### src/hw/rtl/skf_pkg.sv
// skf_pkg: shared types, constants and saturation helpers for the scalar
// Kalman update block. No dependencies.
package skf_pkg;

    localparam int FRAC = 16;

    localparam logic signed [31:0] SMAX   = 32'sh7FFF_FFFF;
    localparam logic signed [31:0] SMIN   = 32'sh8000_0000;
    localparam logic signed [31:0] ONE_FX = 32'sh0001_0000;

    // configuration register indexes
    localparam logic [2:0] CFG_Q  = 3'd0;
    localparam logic [2:0] CFG_R  = 3'd1;
    localparam logic [2:0] CFG_H  = 3'd2;
    localparam logic [2:0] CFG_X0 = 3'd3;
    localparam logic [2:0] CFG_P0 = 3'd4;

    typedef struct packed {
        logic signed [31:0] measurement;
        logic               available;
    } t_in_req;

    typedef struct packed {
        logic signed [31:0] new_estimate;
        logic [30:0]        new_covariance;
        logic signed [31:0] innovation;
        logic [30:0]        innov_var;
        logic signed [31:0] innov_norm;
        logic signed [31:0] kalman_gain;
        logic               updated;
        logic               config_error;
    } t_out_req;

    typedef enum logic [3:0] {
        ST_IDLE, ST_PH, ST_HX, ST_T, ST_K, ST_SQ, ST_NRM, ST_KY, ST_KH, ST_PN, ST_DONE
    } t_state;

    // magnitude of a signed word; the most negative value maps to 2^31
    function automatic logic [31:0] mag(input logic signed [31:0] a);
        return a[31] ? (~a + 32'd1) : a;
    endfunction

    // apply sign to a magnitude, saturating to the signed range
    function automatic logic signed [31:0] sat_mag(input logic neg, input logic [48:0] q);
        logic [48:0] lim;
        logic [31:0] v;
        lim = neg ? 49'h0_8000_0000 : 49'h0_7FFF_FFFF;
        v   = (q > lim) ? lim[31:0] : q[31:0];
        return neg ? -v : v;
    endfunction

    // clamp a 33-bit sum to the signed 32-bit range
    function automatic logic signed [31:0] sat33(input logic signed [32:0] v);
        if (v > 33'sh0_7FFF_FFFF) return SMAX;
        if (v < -33'sh0_8000_0000) return SMIN;
        return v[31:0];
    endfunction

endpackage

### src/hw/rtl/skf_mul.sv
// skf_mul: bit-serial shift-add fixed-point multiplier, one multiplier bit
// per cycle, rounded and saturated. Depends on skf_pkg.
module skf_mul (
    input  logic               i_clk,
    input  logic               i_rst_n,
    input  logic               i_start,
    input  logic signed [31:0] i_a,
    input  logic signed [31:0] i_b,
    output logic               o_done,
    output logic signed [31:0] o_result
);

    logic        r_busy, r_done;
    logic [4:0]  r_cnt;
    logic [63:0] r_acc, n_acc;
    logic [31:0] r_mcand, r_mplier;
    logic        r_neg;
    logic [32:0] sum;
    logic [63:0] rounded;

    // one partial product per cycle into the upper half
    assign sum   = {1'b0, r_acc[63:32]} + (r_mplier[0] ? {1'b0, r_mcand} : 33'd0);
    assign n_acc = {sum, r_acc[31:1]};

    always_ff @(posedge i_clk) begin
        if (!i_rst_n) begin
            r_busy <= 1'b0;
            r_done <= 1'b0;
            r_cnt  <= '0;
        end else begin
            r_done <= 1'b0;
            if (i_start) begin
                r_busy <= 1'b1;
                r_cnt  <= '0;
            end else if (r_busy) begin
                r_cnt <= r_cnt + 5'd1;
                if (r_cnt == 5'd31) begin
                    r_busy <= 1'b0;
                    r_done <= 1'b1;
                end
            end
        end
    end

    always_ff @(posedge i_clk) begin
        if (i_start) begin
            r_acc    <= '0;
            r_mcand  <= skf_pkg::mag(i_a);
            r_mplier <= skf_pkg::mag(i_b);
            r_neg    <= i_a[31] ^ i_b[31];
        end else if (r_busy) begin
            r_acc    <= n_acc;
            r_mplier <= {1'b0, r_mplier[31:1]};
        end
    end

    // round to nearest, ties away from zero, then saturate
    assign rounded  = (r_acc + 64'd32768) >> skf_pkg::FRAC;
    assign o_result = skf_pkg::sat_mag(r_neg, {1'b0, rounded[47:0]});
    assign o_done   = r_done;

endmodule

### src/hw/rtl/skf_div.sv
// skf_div: restoring radix-2 fixed-point divider, one quotient bit per
// cycle, rounded and saturated. Depends on skf_pkg.
module skf_div (
    input  logic               i_clk,
    input  logic               i_rst_n,
    input  logic               i_start,
    input  logic signed [31:0] i_a,
    input  logic signed [31:0] i_b,
    output logic               o_done,
    output logic signed [31:0] o_result
);

    logic        r_busy, r_done;
    logic [5:0]  r_cnt;
    logic [47:0] r_num, r_quot;
    logic [31:0] r_rem, r_d;
    logic        r_neg;
    logic [32:0] r2, diff;
    logic        ge, rnd;
    logic [48:0] q;

    assign r2   = {r_rem, r_num[47]};
    assign diff = r2 - {1'b0, r_d};
    assign ge   = r2 >= {1'b0, r_d};

    always_ff @(posedge i_clk) begin
        if (!i_rst_n) begin
            r_busy <= 1'b0;
            r_done <= 1'b0;
            r_cnt  <= '0;
        end else begin
            r_done <= 1'b0;
            if (i_start) begin
                r_busy <= 1'b1;
                r_cnt  <= '0;
            end else if (r_busy) begin
                r_cnt <= r_cnt + 6'd1;
                if (r_cnt == 6'd47) begin
                    r_busy <= 1'b0;
                    r_done <= 1'b1;
                end
            end
        end
    end

    always_ff @(posedge i_clk) begin
        if (i_start) begin
            r_num  <= {skf_pkg::mag(i_a), 16'd0};
            r_rem  <= '0;
            r_quot <= '0;
            r_d    <= skf_pkg::mag(i_b);
            r_neg  <= i_a[31] ^ i_b[31];
        end else if (r_busy) begin
            r_num  <= {r_num[46:0], 1'b0};
            r_rem  <= ge ? diff[31:0] : r2[31:0];
            r_quot <= {r_quot[46:0], ge};
        end
    end

    // round up when the remainder is at least half the divisor
    assign rnd      = {r_rem, 1'b0} >= {1'b0, r_d};
    assign q        = {1'b0, r_quot} + {48'd0, rnd};
    assign o_result = (r_d == 32'd0) ? 32'sd0 : skf_pkg::sat_mag(r_neg, q);
    assign o_done   = r_done;

endmodule

### src/hw/rtl/skf_sqrt.sv
// skf_sqrt: digit-by-digit integer square root of s scaled by 2^16, one
// root bit per cycle. Depends on skf_pkg.
module skf_sqrt (
    input  logic               i_clk,
    input  logic               i_rst_n,
    input  logic               i_start,
    input  logic [30:0]        i_s,
    output logic               o_done,
    output logic signed [31:0] o_root
);

    logic        r_busy, r_done;
    logic [4:0]  r_cnt;
    logic [47:0] r_rad;
    logic [25:0] r_rem;
    logic [23:0] r_root;
    logic [27:0] r2, trial, diff;
    logic        ge;

    assign r2    = {r_rem, r_rad[47:46]};
    assign trial = {2'b00, r_root, 2'b01};
    assign diff  = r2 - trial;
    assign ge    = r2 >= trial;

    always_ff @(posedge i_clk) begin
        if (!i_rst_n) begin
            r_busy <= 1'b0;
            r_done <= 1'b0;
            r_cnt  <= '0;
        end else begin
            r_done <= 1'b0;
            if (i_start) begin
                r_busy <= 1'b1;
                r_cnt  <= '0;
            end else if (r_busy) begin
                r_cnt <= r_cnt + 5'd1;
                if (r_cnt == 5'd23) begin
                    r_busy <= 1'b0;
                    r_done <= 1'b1;
                end
            end
        end
    end

    always_ff @(posedge i_clk) begin
        if (i_start) begin
            r_rad  <= {1'b0, i_s, 16'd0};
            r_rem  <= '0;
            r_root <= '0;
        end else if (r_busy) begin
            r_rad  <= {r_rad[45:0], 2'b00};
            r_rem  <= ge ? diff[25:0] : r2[25:0];
            r_root <= {r_root[22:0], ge};
        end
    end

    assign o_root = {8'd0, r_root};
    assign o_done = r_done;

endmodule

### src/hw/rtl/scalar_kalman_update.sv
// scalar_kalman_update: top level, step sequencer and state registers.
// Depends on skf_pkg, skf_mul, skf_div and skf_sqrt.
//
// One-state Kalman filter in signed Q16.16. A request with a measurement
// runs six multiplies on a bit-serial multiplier, two divides on a radix-2
// divider and one square root back to back before its result is ready; a
// predict-only request or one under invalid settings (R = 0 or H = 0) goes
// straight to the result stage. The block returns to idle, and can accept
// the next request, as the result register loads. One request is worked on
// at a time; the next can be accepted while the previous result waits in
// the output register, and a finished request waits while that register
// still holds an unaccepted result. Configuration writes are accepted every
// cycle and must be made while the block is idle.
module scalar_kalman_update (
    input  logic              i_clk,
    input  logic              i_rst_n,
    input  logic              i_in_valid,
    output logic              o_in_ready,
    input  skf_pkg::t_in_req  i_in_data,
    output logic              o_out_valid,
    input  logic              i_out_ready,
    output skf_pkg::t_out_req o_out_data,
    input  logic              i_cfg_valid,
    output logic              o_cfg_ready,
    input  logic [2:0]        i_cfg_index,
    input  logic [31:0]       i_cfg_data
);

    skf_pkg::t_state r_state, n_state;
    logic            r_started, n_started;

    // configuration and filter state
    logic [30:0]        r_q, r_r, r_cov;
    logic signed [31:0] r_h, r_est;

    // working values of the current request
    logic signed [31:0] r_z, r_x, r_ph, r_y, r_k, r_sq, r_nrm, r_om;
    logic signed [31:0] n_x, n_ph, n_y, n_k, n_sq, n_nrm, n_om;
    logic [30:0]        r_p, r_s, n_p, n_s;
    logic               r_upd, r_err, n_upd, n_err;

    logic              r_out_valid, n_out_valid;
    skf_pkg::t_out_req r_out, n_out;
    logic              out_load, accept;

    // serial units
    logic               mul_start, div_start, sq_start;
    logic               mul_done, div_done, sq_done;
    logic signed [31:0] mul_a, mul_b, div_a, div_b, mul_res, div_res, sq_res;
    logic signed [31:0] tmp;

    logic [31:0] p_sum;
    logic [30:0] p_pred;
    logic        bad_cfg;

    skf_mul u_mul (
        .i_clk(i_clk), .i_rst_n(i_rst_n), .i_start(mul_start),
        .i_a(mul_a), .i_b(mul_b), .o_done(mul_done), .o_result(mul_res)
    );

    skf_div u_div (
        .i_clk(i_clk), .i_rst_n(i_rst_n), .i_start(div_start),
        .i_a(div_a), .i_b(div_b), .o_done(div_done), .o_result(div_res)
    );

    skf_sqrt u_sqrt (
        .i_clk(i_clk), .i_rst_n(i_rst_n), .i_start(sq_start),
        .i_s(r_s), .o_done(sq_done), .o_root(sq_res)
    );

    // prediction: covariance plus Q, saturated
    assign p_sum   = {1'b0, r_cov} + {1'b0, r_q};
    assign p_pred  = p_sum[31] ? 31'h7FFF_FFFF : p_sum[30:0];
    assign bad_cfg = (r_r == 31'd0) || (r_h == 32'sd0);

    assign o_in_ready  = (r_state == skf_pkg::ST_IDLE);
    assign accept      = i_in_valid && o_in_ready;
    assign o_cfg_ready = 1'b1;
    assign o_out_valid = r_out_valid;
    assign o_out_data  = r_out;

    // next state and datapath control
    always_comb begin
        n_state   = r_state;
        n_started = r_started;
        n_x = r_x;  n_ph = r_ph; n_y = r_y;   n_k = r_k;  n_sq = r_sq;
        n_nrm = r_nrm; n_om = r_om; n_p = r_p; n_s = r_s;
        n_upd = r_upd; n_err = r_err;
        mul_start = 1'b0; div_start = 1'b0; sq_start = 1'b0;
        mul_a = r_h; mul_b = r_x; div_a = r_ph; div_b = {1'b0, r_s};
        out_load = 1'b0;
        tmp = '0;
        case (r_state)
            skf_pkg::ST_IDLE: begin
                if (accept) begin
                    n_x = r_est; n_y = '0; n_s = '0; n_k = '0; n_nrm = '0;
                    n_upd = 1'b0; n_err = bad_cfg;
                    n_p = bad_cfg ? r_cov : p_pred;
                    n_started = 1'b0;
                    n_state = (!bad_cfg && i_in_data.available) ? skf_pkg::ST_PH
                                                                : skf_pkg::ST_DONE;
                end
            end
            skf_pkg::ST_PH: begin
                mul_a = {1'b0, r_p}; mul_b = r_h;
                mul_start = !r_started; n_started = 1'b1;
                if (mul_done) begin
                    n_ph = mul_res; n_started = 1'b0; n_state = skf_pkg::ST_HX;
                end
            end
            skf_pkg::ST_HX: begin
                mul_a = r_h; mul_b = r_x;
                mul_start = !r_started; n_started = 1'b1;
                if (mul_done) begin
                    n_y = skf_pkg::sat33({r_z[31], r_z} - {mul_res[31], mul_res});
                    n_started = 1'b0; n_state = skf_pkg::ST_T;
                end
            end
            skf_pkg::ST_T: begin
                mul_a = r_ph; mul_b = r_h;
                mul_start = !r_started; n_started = 1'b1;
                if (mul_done) begin
                    tmp = skf_pkg::sat33({mul_res[31], mul_res} + {2'b00, r_r});
                    n_s = tmp[31] ? 31'd0 : tmp[30:0];
                    n_started = 1'b0; n_state = skf_pkg::ST_K;
                end
            end
            skf_pkg::ST_K: begin
                div_a = r_ph; div_b = {1'b0, r_s};
                div_start = !r_started; n_started = 1'b1;
                if (div_done) begin
                    n_k = div_res; n_started = 1'b0; n_state = skf_pkg::ST_SQ;
                end
            end
            skf_pkg::ST_SQ: begin
                sq_start = !r_started; n_started = 1'b1;
                if (sq_done) begin
                    n_sq = sq_res; n_started = 1'b0; n_state = skf_pkg::ST_NRM;
                end
            end
            skf_pkg::ST_NRM: begin
                div_a = r_y; div_b = r_sq;
                div_start = !r_started; n_started = 1'b1;
                if (div_done) begin
                    n_nrm = div_res; n_started = 1'b0; n_state = skf_pkg::ST_KY;
                end
            end
            skf_pkg::ST_KY: begin
                mul_a = r_k; mul_b = r_y;
                mul_start = !r_started; n_started = 1'b1;
                if (mul_done) begin
                    n_x = skf_pkg::sat33({r_x[31], r_x} + {mul_res[31], mul_res});
                    n_started = 1'b0; n_state = skf_pkg::ST_KH;
                end
            end
            skf_pkg::ST_KH: begin
                mul_a = r_k; mul_b = r_h;
                mul_start = !r_started; n_started = 1'b1;
                if (mul_done) begin
                    n_om = skf_pkg::sat33({1'b0, skf_pkg::ONE_FX}
                                          - {mul_res[31], mul_res});
                    n_started = 1'b0; n_state = skf_pkg::ST_PN;
                end
            end
            skf_pkg::ST_PN: begin
                mul_a = r_om; mul_b = {1'b0, r_p};
                mul_start = !r_started; n_started = 1'b1;
                if (mul_done) begin
                    n_p = mul_res[31] ? 31'd0 : mul_res[30:0];
                    n_upd = 1'b1; n_started = 1'b0; n_state = skf_pkg::ST_DONE;
                end
            end
            skf_pkg::ST_DONE: begin
                if (!r_out_valid || i_out_ready) begin
                    out_load = 1'b1;
                    n_state = skf_pkg::ST_IDLE;
                end
            end
            default: n_state = skf_pkg::ST_IDLE;
        endcase
    end

    // result assembly
    always_comb begin
        n_out.new_estimate   = r_x;
        n_out.new_covariance = r_p;
        n_out.innovation     = r_y;
        n_out.innov_var      = r_s;
        n_out.innov_norm     = r_nrm;
        n_out.kalman_gain    = r_k;
        n_out.updated        = r_upd;
        n_out.config_error   = r_err;
        n_out_valid = out_load ? 1'b1 : (r_out_valid && !i_out_ready);
    end

    // control state
    always_ff @(posedge i_clk) begin
        if (!i_rst_n) begin
            r_state     <= skf_pkg::ST_IDLE;
            r_started   <= 1'b0;
            r_out_valid <= 1'b0;
            r_q   <= '0;
            r_r   <= 31'h0001_0000;
            r_h   <= skf_pkg::ONE_FX;
            r_est <= '0;
            r_cov <= 31'h0001_0000;
        end else begin
            r_state     <= n_state;
            r_started   <= n_started;
            r_out_valid <= n_out_valid;
            // commit the filter state with the result
            if (out_load) begin
                r_est <= r_x;
                r_cov <= r_p;
            end
            // configuration writes; x0 and P0 load the filter state directly
            if (i_cfg_valid) begin
                case (i_cfg_index)
                    skf_pkg::CFG_Q:  r_q <= i_cfg_data[30:0];
                    skf_pkg::CFG_R:  r_r <= i_cfg_data[30:0];
                    skf_pkg::CFG_H:  r_h <= i_cfg_data;
                    skf_pkg::CFG_X0: r_est <= i_cfg_data;
                    skf_pkg::CFG_P0: r_cov <= i_cfg_data[30:0];
                    default: ;
                endcase
            end
        end
    end

    // working registers, no reset
    always_ff @(posedge i_clk) begin
        if (accept) r_z <= i_in_data.measurement;
        r_x <= n_x;   r_ph <= n_ph; r_y <= n_y;   r_k <= n_k;  r_sq <= n_sq;
        r_nrm <= n_nrm; r_om <= n_om; r_p <= n_p; r_s <= n_s;
        r_upd <= n_upd; r_err <= n_err;
        if (out_load) r_out <= n_out;
    end

endmodule

### config.mk
export PLATFORM = sky130hd
export DESIGN_NAME = scalar_kalman_update
export DESIGN_NICKNAME = d
export VERILOG_FILES = /design/src/hw/rtl/skf_pkg.sv /design/src/hw/rtl/skf_mul.sv /design/src/hw/rtl/skf_div.sv /design/src/hw/rtl/skf_sqrt.sv /design/src/hw/rtl/scalar_kalman_update.sv
export SDC_FILE = /design/constraint.sdc
export NUM_CORES = 2
export LEC_CHECK = 0
export BUFFER_PORTS_ARGS = -buffer_cell sky130_fd_sc_hd__buf_2
export CAP_MARGIN = 5
export CORE_MARGIN = 1.5
export CORE_UTILIZATION = 30
export DETAILED_ROUTE_END_ITERATION = 8
export PLACE_DENSITY_LB_ADDON = 0.12
export SLEW_MARGIN = 20
export SYNTH_ARGS = -nofsm -noshare
export SYNTH_HDL_FRONTEND = slang
export SYNTH_SLANG_ARGS = --single-unit
### constraint.sdc
create_clock -name i_clk -period 17 [get_ports i_clk]
set_clock_uncertainty 0.05 [all_clocks]
set_input_delay 3.4 -clock i_clk [delete_from_list [all_inputs] [get_ports i_clk]]
set_output_delay 3.4 -clock i_clk [all_outputs]
set_load 0.02 [all_outputs]
==> results.json <==
{
  "first_iter_violations": 4794,
  "drt-wirelength-per-cell_microns": 25.80,
  "finalSetupTns_ns": 0,
  "grt_max_degree": 123,
  "synthCells": 6221,
  "setup_viol": 0,
  "most-common-layout-cells": "nand2_1, edfxtp_1, nor2_1, o21ai_0, a21oi_1",
  "fmax_ghz": 0.08206,
  "synthSimpleGateAreaFrac_pct": 18.38,
  "viasPerCell": 5.417,
  "hold_class": "register to register",
  "postSynth.asyncResetShare_pct": 0,
  "place_area_sq_um": 62630,
  "synth-compound-area-share_pct": 15.69,
  "ys.flop_type": "edfxtp_1",
  "tightest_slew_ns": 1.311,
  "vias": 49140,
  "synth_top_family_by_area": "simple AND/OR/NAND/NOR gates",
  "ys_types": 101,
  "cts_setup_buffers": 0,
  "ys_seq_elements": 1029,
  "fp.dieH_microns": 444.0,
  "cellPowerDensity_nw_per_um2": 211.2,
  "hold_buffers": 0,
  "pin_count": 268,
  "htree_levels": 4,
  "start_util_pct": 30.26,
  "grt_overflow": 0,
  "synth_edf_count": 664,
  "crit_family": "compound AO/OA/AOI/OAI gates",
  "core_sq_um": 192800,
  "muxShareOfSynthArea_pct": 3.498,
  "grt_util_all_layers_pct": 23.00,
  "cts_buffers": 131,
  "synth_nets": 6595,
  "synthXorXnorAreaFrac_pct": 5.555,
  "drive_gt1_share_pct": 10.47,
  "area_growth_pct": 14.93,
  "synth_area_sq_um": 58330,
  "rsz0062_at_grt": "no",
  "std_cell_rows": 161,
  "place_hpwl_microns": 173600,
  "die-area_sq_um": 197100,
  "nets": 6802,
  "cp_num_buf_inv": 3,
  "cts-root-buf": "clkbuf_16",
  "slowest_delay_ns": 0.72,
  "synth-adder-area-share_pct": 6.585,
  "fin_crit_ns": 12.19,
  "worstPathMaxFanout": 30,
  "grt_pass1_vias": 46070,
  "cts_resized": 0,
  "cts.sinks": 1029,
  "die_w_microns": 444.0,
  "post-route-util_pct": 34.78,
  "slew_viol_final": 0,
  "cp_data_required_time_ns": 17.45,
  "insertion_delay_ns": 0.82,
  "wl_microns": 234100,
  "maxCapViolCount": 0,
  "ir_worst_vdd_uv": 147.4,
  "ant_nets": 0,
  "slowest_stage": "nand2_1",
  "place.gp.congestion": 0.9238,
  "yosysWarnings": 0,
  "setup.worst_path.end_class": "register",
  "avgSynthCellArea_sq_um": 9.377,
  "relSlewSlack_pct": 12.58,
  "drcViolationCount": 0,
  "p_leak_uw": 0.02643,
  "mostFrequentLayoutCell": "nand2_1",
  "min_period_over_period_pct": 71.69,
  "start_kind": "register",
  "grt_pass1_wl_microns": 331200,
  "yosysSeqAreaShare_pct": 46.71,
  "crit_type": "register to register",
  "grt_antenna_before_repair": 21,
  "run_status": "finished, final reports clean",
  "regToRegSetupSlack_ns": 4.81,
  "dr.pass1.iters": 7,
  "clk_path_buf_depth": 3,
  "clkTransAtPathRegs_ns": 0.06,
  "crit_arrival_ns": 12.64,
  "io_buffer_count": 266,
  "design_area_sq_um": 67040,
  "tritoncts": "done",
  "hold_viol": 0
}
==> kinds of logic after synthesis <==
kind of cell               count (synthesis)
AOI/OAI and AO/OA                       1408
xor gates and xnor gates                 370
adders and majority gates                304
buffers and inverters                    544
DFF                                     1029
muxes                                    203
other                                      1
and+or+nand+nor                         2362
==> final cells by class <==
cell class / count / area, sq um
Antenna cell: 9 / 22.52
Sequential cell: 1029 / 27250
Clock buffer: 162 / 3528
Clock inverter: 79 / 864.6
Multi-Input combinational cell: 4648 / 29170
Inverter: 250 / 949.7
Fill cell: 19720 / 125700
Timing Repair Buffer: 368 / 2092
Tap cell: 2526 / 3161
==> metal layers <==
metal	vias up	part of all wire, %	GRT usage [%]
li1	23030	-	-
met1	24080	44	31.20
met2	1689	45	36.32
met3	348	6.2	3.455
met4	2	4.4	9.857
met5	-	0.0047	0
==> worst reg2reg max path, delay by kind of cell (launching register included) <==
family                     cells  cell delay [ns]
and+or+nand+nor               13             3.80
xor gates and xnor gates       1             0.28
adders and majority gates      4             1.56
buffers and inverters          3             0.57
AOI/OAI and AO/OA             18             5.23
DFF                            1             0.44
==> synthesized netlist by cell type, drive strengths merged, types with 66 or more instances <==
| cell | count | area (sq um) |
|---|---|---|
| a21oi | 371 | 1872 |
| and2 | 69 | 431.7 |
| and3 | 67 | 419.2 |
| clkbuf | 257 | 964.7 |
| dfxtp | 365 | 7307 |
| edfxtp | 664 | 19940 |
| ha | 295 | 3691 |
| inv | 247 | 927.1 |
| mux2i | 196 | 1962 |
| nand2 | 959 | 3602 |
| nand3 | 141 | 710.7 |
| nand4 | 77 | 515.5 |
| nor2 | 619 | 2323 |
| nor3 | 120 | 611.8 |
| nor4 | 66 | 440.4 |
| o21ai | 389 | 1973 |
| xnor2 | 218 | 1909 |
| xor2 | 152 | 1331 |
==> worst paths after layout <==
path	startpoint	to	cells after the start
worst min register to register	r_nrm[15]$_SDFFCE_PN0P_	o_out_data[49]$_DFFE_PP_	0
worst max-delay path	u_mul.r_acc[16]$_SDFFE_PP0P_	r_s[2]$_SDFFCE_PP0P_	39
worst min-delay path	r_nrm[15]$_SDFFCE_PN0P_	o_out_data[49]$_DFFE_PP_	0
worst max register to register	u_mul.r_acc[16]$_SDFFE_PP0P_	r_s[2]$_SDFFCE_PP0P_	39
==> through the flow <==
stage	instances	hold slack [ns]	worst slack, ns	power, uW
detailed placement	8821	0.3552	5.005	11210
global placement	8819	0.3545	5.027	11230
CTS	9062	0.3516	4.978	14170
finish	9071	0.3552	4.813	14160
floorplan	6221	0.3503	7.001	8544
global route	9066	0.3587	3.940	14970
==> registers in the layout (all words and copies together), names as in the netlist, 31 cells and up <==
| signal | count |
|---|---|
| o_out_data | 192 |
| u_mul.r_acc | 49 |
| u_div.r_quot | 48 |
| r_est | 32 |
| r_h | 32 |
| r_k | 32 |
| r_nrm | 32 |
| r_om | 32 |
| r_ph | 32 |
| r_x | 32 |
| r_y | 32 |
| r_z | 32 |
| u_div.r_num | 32 |
| u_div.r_rem | 32 |
| u_mul.r_mcand | 32 |
| u_mul.r_mplier | 32 |
| u_sqrt.r_rad | 32 |
| r_cov | 31 |
| r_p | 31 |
| r_q | 31 |
| r_r | 31 |
| r_s | 31 |
| u_div.r_d | 31 |
==> report_power, final <==
group          internal [uW]  switching (uW)  total, uW
sequential              3420             695       4120
combinational           2510            4660       7160
clock                   1660            1210       2880
No activity file was read; power rests on OpenSTA's default activity.
